==> src/rtl/lemd_pkg.sv <==
// Shared types and constants for the light edge marker detector.
package lemd_pkg;

  localparam int WINDOW      = 10;
  localparam int SLOT_W      = $clog2(WINDOW);
  localparam int SAMPLE_W    = 10;
  localparam int STATUS_W    = 2;
  localparam int DIFF_W      = SAMPLE_W + 2;
  localparam int S_TDATA_W   = ((SAMPLE_W + 7) / 8) * 8;
  localparam int M_TDATA_W   = ((STATUS_W + 7) / 8) * 8;

  localparam logic [SAMPLE_W-1:0] THRESH_RESET = SAMPLE_W'(5);

  typedef enum logic [1:0] {
    EDGE_NONE = 2'd0,
    EDGE_RISE = 2'd1,
    EDGE_FALL = 2'd3
  } edge_e;

  typedef enum logic [STATUS_W-1:0] {
    MARK_NONE    = 2'd0,
    MARK_FOUND   = 2'd1,
    MARK_PARTIAL = 2'd2
  } mark_e;

  typedef enum logic [1:0] {
    SEQ_IDLE,
    SEQ_SCAN,
    SEQ_DONE
  } seq_e;

  typedef struct packed {
    logic              wr;
    logic [SLOT_W-1:0] rd_idx;
  } ring_ctrl_t;

endpackage

==> src/rtl/light_edge_marker_detector.sv <==
// Top level of the light edge marker detector.
// Usage:
//   Slave stream: one light sample per transfer in s_axis_tdata[9:0].
//   Master stream: one marker status per sample in m_axis_tdata[1:0]
//   (0 none, 1 marker found, 2 one edge pair only).
//   cfg_we_i/cfg_wdata_i write the edge threshold; write it
//   only while no sample is in flight.
// Timing:
//   A sample is taken in SEQ_IDLE, then the ring is scanned one entry per
//   cycle, up to 10 entries (fewer when a marker ends the scan early), then
//   SEQ_DONE hands the status to the output register once it is free. The
//   single scan sequencer takes no new sample until then, and
//   s_axis_tready is low while it runs.
// Reset: threshold returns to 5, previous sample and write slot to zero,
//   all history entries to no edge, no result pending.
// Stall: the output register holds a result while m_axis_tready is low;
//   the next sample is still taken and scanned, and its result waits in the
//   sequencer until the output register frees.
module light_edge_marker_detector
  import lemd_pkg::*;
(
  input  logic                 clk_i,
  input  logic                 rst_ni,
  input  logic                 cfg_we_i,
  input  logic [SAMPLE_W-1:0]  cfg_wdata_i,    // edge_threshold
  input  logic                 s_axis_tvalid,
  output logic                 s_axis_tready,
  input  logic [S_TDATA_W-1:0] s_axis_tdata,   // [9:0] light_sample
  output logic                 m_axis_tvalid,
  input  logic                 m_axis_tready,
  output logic [M_TDATA_W-1:0] m_axis_tdata    // [1:0] marker_status
);

  logic [SAMPLE_W-1:0] thresh_q;
  logic                out_valid_q;
  mark_e               out_stat_q;
  logic                out_free;
  logic                res_valid;
  mark_e               res_status;
  edge_e               rd_code;
  logic [SLOT_W-1:0]   slot_next;
  ring_ctrl_t          ctrl;

  assign out_free = !out_valid_q || m_axis_tready;

  always_ff @(posedge clk_i or negedge rst_ni) begin
    if (!rst_ni) begin
      thresh_q <= THRESH_RESET;
    end else if (cfg_we_i) begin
      thresh_q <= cfg_wdata_i;
    end
  end

  always_ff @(posedge clk_i or negedge rst_ni) begin
    if (!rst_ni) begin
      out_valid_q <= 1'b0;
    end else if (out_free) begin
      out_valid_q <= res_valid;
    end
  end

  always_ff @(posedge clk_i) begin
    if (out_free && res_valid) begin
      out_stat_q <= res_status;
    end
  end

  lemd_edge_ring u_ring (
    .clk_i       (clk_i),
    .rst_ni      (rst_ni),
    .ctrl_i      (ctrl),
    .sample_i    (s_axis_tdata[SAMPLE_W-1:0]),
    .thresh_i    (thresh_q),
    .rd_code_o   (rd_code),
    .slot_next_o (slot_next)
  );

  lemd_scanner u_scan (
    .clk_i        (clk_i),
    .rst_ni       (rst_ni),
    .in_valid_i   (s_axis_tvalid),
    .in_ready_o   (s_axis_tready),
    .out_free_i   (out_free),
    .res_valid_o  (res_valid),
    .res_status_o (res_status),
    .rd_code_i    (rd_code),
    .slot_next_i  (slot_next),
    .ctrl_o       (ctrl)
  );

  assign m_axis_tvalid = out_valid_q;
  assign m_axis_tdata  = {{(M_TDATA_W - STATUS_W){1'b0}}, out_stat_q};

endmodule

==> src/rtl/lemd_edge_ring.sv <==
// Edge classifier, previous sample and ring of edge codes with its write slot.
module lemd_edge_ring
  import lemd_pkg::*;
(
  input  logic                clk_i,
  input  logic                rst_ni,
  input  ring_ctrl_t          ctrl_i,
  input  logic [SAMPLE_W-1:0] sample_i,
  input  logic [SAMPLE_W-1:0] thresh_i,
  output edge_e               rd_code_o,
  output logic [SLOT_W-1:0]   slot_next_o
);

  edge_e               ring_q [WINDOW];
  logic [SAMPLE_W-1:0] prev_q;
  logic [SLOT_W-1:0]   slot_q, slot_d;
  logic signed [DIFF_W-1:0] diff, th;
  edge_e               code;

  always_comb begin
    diff = signed'({2'b00, sample_i}) - signed'({2'b00, prev_q});
    th   = signed'({2'b00, thresh_i});
    if (diff >= th) begin
      code = EDGE_RISE;
    end else if (diff <= -th) begin
      code = EDGE_FALL;
    end else begin
      code = EDGE_NONE;
    end
    slot_d = (slot_q == SLOT_W'(WINDOW - 1)) ? '0 : slot_q + 1'b1;
  end

  always_ff @(posedge clk_i or negedge rst_ni) begin
    if (!rst_ni) begin
      prev_q <= '0;
      slot_q <= '0;
      for (int i = 0; i < WINDOW; i++) begin
        ring_q[i] <= EDGE_NONE;
      end
    end else if (ctrl_i.wr) begin
      prev_q         <= sample_i;
      slot_q         <= slot_d;
      ring_q[slot_q] <= code;
    end
  end

  assign rd_code_o   = ring_q[ctrl_i.rd_idx];
  assign slot_next_o = slot_d;

endmodule

==> src/rtl/lemd_scanner.sv <==
// Sequencer that walks the ring oldest to newest and tracks edge pairs.
module lemd_scanner
  import lemd_pkg::*;
(
  input  logic              clk_i,
  input  logic              rst_ni,
  input  logic              in_valid_i,
  output logic              in_ready_o,
  input  logic              out_free_i,
  output logic              res_valid_o,
  output mark_e             res_status_o,
  input  edge_e             rd_code_i,
  input  logic [SLOT_W-1:0] slot_next_i,
  output ring_ctrl_t        ctrl_o
);

  seq_e              state_q, state_d;
  logic [SLOT_W-1:0] idx_q, idx_d;
  logic [SLOT_W-1:0] cnt_q, cnt_d;
  logic              lrise_q, lrise_d, lfall_q, lfall_d;
  logic              rpair_q, rpair_d, fpair_q, fpair_d;
  mark_e             stat_q, stat_d;

  always_ff @(posedge clk_i or negedge rst_ni) begin
    if (!rst_ni) begin
      state_q <= SEQ_IDLE;
    end else begin
      state_q <= state_d;
    end
  end

  always_ff @(posedge clk_i) begin
    idx_q   <= idx_d;
    cnt_q   <= cnt_d;
    lrise_q <= lrise_d;
    lfall_q <= lfall_d;
    rpair_q <= rpair_d;
    fpair_q <= fpair_d;
    stat_q  <= stat_d;
  end

  always_comb begin
    state_d     = state_q;
    idx_d       = idx_q;
    cnt_d       = cnt_q;
    lrise_d     = lrise_q;
    lfall_d     = lfall_q;
    rpair_d     = rpair_q;
    fpair_d     = fpair_q;
    stat_d      = stat_q;
    in_ready_o  = 1'b0;
    res_valid_o = 1'b0;
    ctrl_o.wr     = 1'b0;
    ctrl_o.rd_idx = idx_q;
    case (state_q)
      SEQ_IDLE: begin
        in_ready_o = 1'b1;
        if (in_valid_i) begin
          ctrl_o.wr = 1'b1;
          idx_d     = slot_next_i;
          cnt_d     = '0;
          lrise_d   = 1'b0;
          lfall_d   = 1'b0;
          rpair_d   = 1'b0;
          fpair_d   = 1'b0;
          stat_d    = MARK_NONE;
          state_d   = SEQ_SCAN;
        end
      end
      SEQ_SCAN: begin
        case (rd_code_i)
          EDGE_RISE: begin
            if (lrise_q && fpair_q) begin
              stat_d = MARK_FOUND;
            end else if (lrise_q) begin
              stat_d  = MARK_PARTIAL;
              rpair_d = 1'b1;
            end
            lrise_d = 1'b1;
            lfall_d = 1'b0;
          end
          EDGE_FALL: begin
            if (lfall_q && rpair_q) begin
              stat_d = MARK_FOUND;
            end else if (lfall_q) begin
              stat_d  = MARK_PARTIAL;
              fpair_d = 1'b1;
            end
            lrise_d = 1'b0;
            lfall_d = 1'b1;
          end
          default: begin
            lrise_d = 1'b0;
            lfall_d = 1'b0;
          end
        endcase
        idx_d = (idx_q == SLOT_W'(WINDOW - 1)) ? '0 : idx_q + 1'b1;
        cnt_d = cnt_q + 1'b1;
        if (stat_d == MARK_FOUND || cnt_q == SLOT_W'(WINDOW - 1)) begin
          state_d = SEQ_DONE;
        end
      end
      SEQ_DONE: begin
        res_valid_o = 1'b1;
        if (out_free_i) begin
          state_d = SEQ_IDLE;
        end
      end
      default: begin
        state_d = SEQ_IDLE;
      end
    endcase
  end

  assign res_status_o = stat_q;

endmodule
==> config.mk <==
export PLATFORM = sky130hd
export DESIGN_NAME = light_edge_marker_detector
export DESIGN_NICKNAME = d
export VERILOG_FILES = /design/src/rtl/lemd_pkg.sv /design/src/rtl/light_edge_marker_detector.sv /design/src/rtl/lemd_edge_ring.sv /design/src/rtl/lemd_scanner.sv
export SDC_FILE = /design/constraint.sdc
export NUM_CORES = 1
export LEC_CHECK = 0
export BUFFER_PORTS_ARGS = -buffer_cell sky130_fd_sc_hd__buf_2
export CORE_ASPECT_RATIO = 0.8
export CORE_MARGIN = 4
export CORE_UTILIZATION = 55
export CTS_CLUSTER_DIAMETER = 30
export DETAILED_ROUTE_END_ITERATION = 10
export PLACE_DENSITY = 0.75
export SYNTH_ARGS = -nofsm -noshare
export SYNTH_HDL_FRONTEND = slang
export SYNTH_SLANG_ARGS = --single-unit
==> constraint.sdc <==
create_clock -name clk_i -period 5.4 [get_ports clk_i]
set_input_delay 0 -clock clk_i [delete_from_list [all_inputs] [get_ports clk_i]]
set_output_delay 0 -clock clk_i [all_outputs]
set_load 0.01 [all_outputs]
==> run_results.csv <==
group,metric,value,unit
min_path,hp-class,"in -> reg",
setup_path,slowest_delay,820,ps
clock_tree,clock-sinks,63,
setup_path,cp-end-kind,"flop",
sta,finalSetupViolations,0,
yosys,synth_cells,438,
sta,final.period_utilization,69.2,%
sta,min_period,3740,ps
floorplan,boundaryPins,41,
clock_tree,cts_buffer_depth,2,
grt,grt_pass1_wl,15.2,mm
sta,hold_viol,0,
sta,max_freq,268,MHz
yosys,synth_flop_cell,"dfrtp_1",
yosys,ys_seq_area_share,41.0,%
place,dpl.hpwl,6.14,mm
yosys,yosysMostFrequentCell,"dfrtp_1",
grt,grt_max_degree,48,
power_and_ir_drop,max-vdd-ir-drop,0.000316,V
drt,drt_pre_antenna_iters,5,
setup_path,critical-path-slowest-cell,"o31ai_2",
drt,wl_per_cell,15.0,um
drt,detail_route.vias_per_cell,5.68,
clock_tree,post_cts_buffers,0,
floorplan,initial_core_util,57.6,%
drt,final_antenna_net_count,0,
clock_tree,cts_buffers,9,
min_path,whs_path_depth,3,
finish,area.growth.synth_to_final,14.0,%
floorplan,dieArea,8800,sq um
sta,setup_ws,1660,ps
clock_tree,clock_latency,350,ps
setup_path,path_class,"in -> reg",
place,dp_slack,1720,ps
power_and_ir_drop,power.leakage,0.00205,uW
floorplan,rows,27,
sta,tightestPinTransition,1060,ps
finish,filler_cell_count,592,
yosys,synth.distinct_cells,55,
yosys,synth_area_per_cell,9.24,sq um
drt,vias,3264,
clock_tree,cts_tree,"done",
finish,nets,549,
clock_tree,clkTransAtPathRegs,80,ps
yosys,synth_area_leaders,"dfrtp_1 (28%), edfxtp_1 (12%), ha_1 (11%)",
place,gp_congestion,0.786,
yosys,synth_edf_count,16,
clock_tree,post_cts_resized,0,
setup_path,start_kind,"primary input",
floorplan,core,7030,sq um
yosys,ys_seq_elements,63,
grt,antenna_found_initial,0,
place,port_buffers,28,
outcome,status,"complete, no violations",
clock_tree,hold_buffers,22,
yosys,synth_top_area_share,27.8,%
yosys,synth_common_cells,"dfrtp_1 (45), nor2_1 (42), inv_1 (40), nand2_1 (40), o21ai_0 (39)",
setup_path,cp_max_fo,20,
flow_run,cap_violations,0,
sta,rsz0062_at_grt,"no",
setup_path,cp.buffers_inverters,4,
sta,slew_violations,0,
grt,grt_overflow_total,0,
yosys,yosysWarnings,0,
grt,track_usage,21.3,%
clock_tree,htree_num_levels,3,
finish,diodes,0,
sta,setup_tns,0,ps
setup_path,crit_arrival,3990,ps
drt,drt_iter0_drc,230,
sta,clock_skew,12.1,ps
floorplan,die_h,84.7,um
drt,drt-total-wl,8.61,mm
grt,grt_pass1_vias,3176,
setup_path,cpLargestDelayFamily,"compound AO/OA/AOI/OAI gates",
sta,relSlewSlack,29.4,%
setup_path,critical_path_depth,17,
finish,layout-drive-gt1-share,10.7,%
setup_path,r2r_slack,1680,ps
setup_path,rr_worst_depth,14,
clock_tree,clock-root-buffer,"clkbuf_8",
yosys,synthArstFlopShare,74.6,%
power_and_ir_drop,powerDensity,616,nW/um^2
yosys,synth_area,4050,sq um
yosys,synth_top_area_cell,"dfrtp_1",
setup_path,cp.required,5660,ps
setup_path,path_cells,"dlygate4sd3_1 -> buf_2 -> inv_1 -> ha_1 -> fa_1 -> nor2b_1 -> o31a_1 -> o31a_1 -> o31ai_2 -> ha_1 -> nand3_1 -> nor3_1 -> nor2_1 -> nor3b_1 -> a21oi_1 -> buf_4 -> a31oi_1",
floorplan,die_w,104,um
drt,drc,0,
==> layer usage <==
metal	global-route usage, %	vias up	part of all wire, %
met4	7.13	0	0.81
li1	-	1630	-
met1	31.5	1534	51
met3	4.38	4	5.6
met2	31.4	96	43
met5	0	-	0
==> final cells by class <==
type	instances	area, sq um	share of cell area, %
Tap cell	87	109	2.36
Clock buffer	11	131	2.85
Multi-Input combinational cell	316	2130	46.1
Inverter	42	158	3.42
Timing Repair Buffer	51	368	7.98
Sequential cell	63	1660	36.0
Clock inverter	5	58.8	1.28
==> worst reg2reg max path, delay by kind of cell, from the launching register on <==
family	cells	cell delay [ps]
buffers and inverters	2	290
AO/OA/AOI/OAI	5	1640
adder cells (fa/ha/maj)	2	550
flip-flops	1	360
AND/OR/NAND/NOR	5	790
==> sequential cells by signal, summed over array words and instances (netlist names) <==
register,flops
u_ring.slot_q,4
out_stat_q,2
u_scan.lrise_q,1
u_scan.idx_q,4
u_scan.state_q,2
m_axis_tvalid,1
u_scan.fpair_q,1
u_scan.lfall_q,1
thresh_q,10
u_ring.prev_q,10
u_scan.res_status_o,2
u_ring.ring_q,20
u_scan.rpair_q,1
u_scan.cnt_q,4
==> through the flow <==
step | util, % | cells | cell area [sq um] | hold WS (ps) | total power [uW]
6_report | 65.6 | 575 | 4610 | 13.6 | 2840
5_1_grt | 65.6 | 575 | 4610 | 81.7 | 3110
3_5_place_dp | 59.8 | 537 | 4200 | 216 | 2410
3_3_place_gp | 59.8 | 537 | 4200 | 204 | 2350
4_1_cts | 65.6 | 575 | 4610 | 3.78 | 2840
2_1_floorplan | - | 443 | 4060 | -296 | 2070
==> cells by family after synthesis <==
| family | after synthesis | share of synthesized area, % |
|---|---|---|
| simple gates | 132 | 14.8 |
| compound gates | 111 | 17.4 |
| buf+inv | 64 | 6.84 |
| flops | 63 | 41.0 |
| fa+ha+maj | 35 | 11.0 |
| xor+xnor | 18 | 3.90 |
| mux | 14 | 4.89 |
| other cells | 1 | 0.0927 |
==> final timing paths <==
check	start	endpoint
max	s_axis_tdata[0]	u_ring.ring_q[6]$_DFFE_PN0P_
min	cfg_we_i	thresh_q[2]$_DFFE_PN1P_
max reg2reg	u_ring.prev_q[2]$_DFFE_PN0P_	u_ring.ring_q[6]$_DFFE_PN0P_
min reg2reg	u_scan.res_status_o[1]$_SDFFCE_PN0P_	out_stat_q[1]$_DFFE_PP_
max in group asynchronous	rst_ni	u_ring.slot_q[1]$_DFFE_PN0P_
min in group asynchronous	rst_ni	thresh_q[1]$_DFFE_PN0P_
==> cell usage in the layout, fill, tap and decap left out, types with 4 or more instances in the layout <==
cell,count
dfrtp_1,45
nor2_1,42
nand2_1,40
inv_1,40
o21ai_0,39
ha_1,34
buf_2,28
dlygate4sd3_1,22
edfxtp_1,16
xnor2_1,13
a31oi_1,11
o22ai_1,11
nor3_1,10
mux2i_1,10
nand2b_1,10
nand3_1,9
a21oi_1,9
clkbuf_8,9
o21a_1,6
o21ai_1,6
conb_1,6
xor2_1,5
nor2b_1,5
nand4_1,5
a21o_1,4
==> where the power goes <==
part           switching (uW)  internal [uW]  total, uW  leakage [uW]
logic                     895            638       1530       0.00125
clock network             192            213        405     0.0000895
registers                 174            727        901      0.000715
Power figures use the tool's default switching activity.
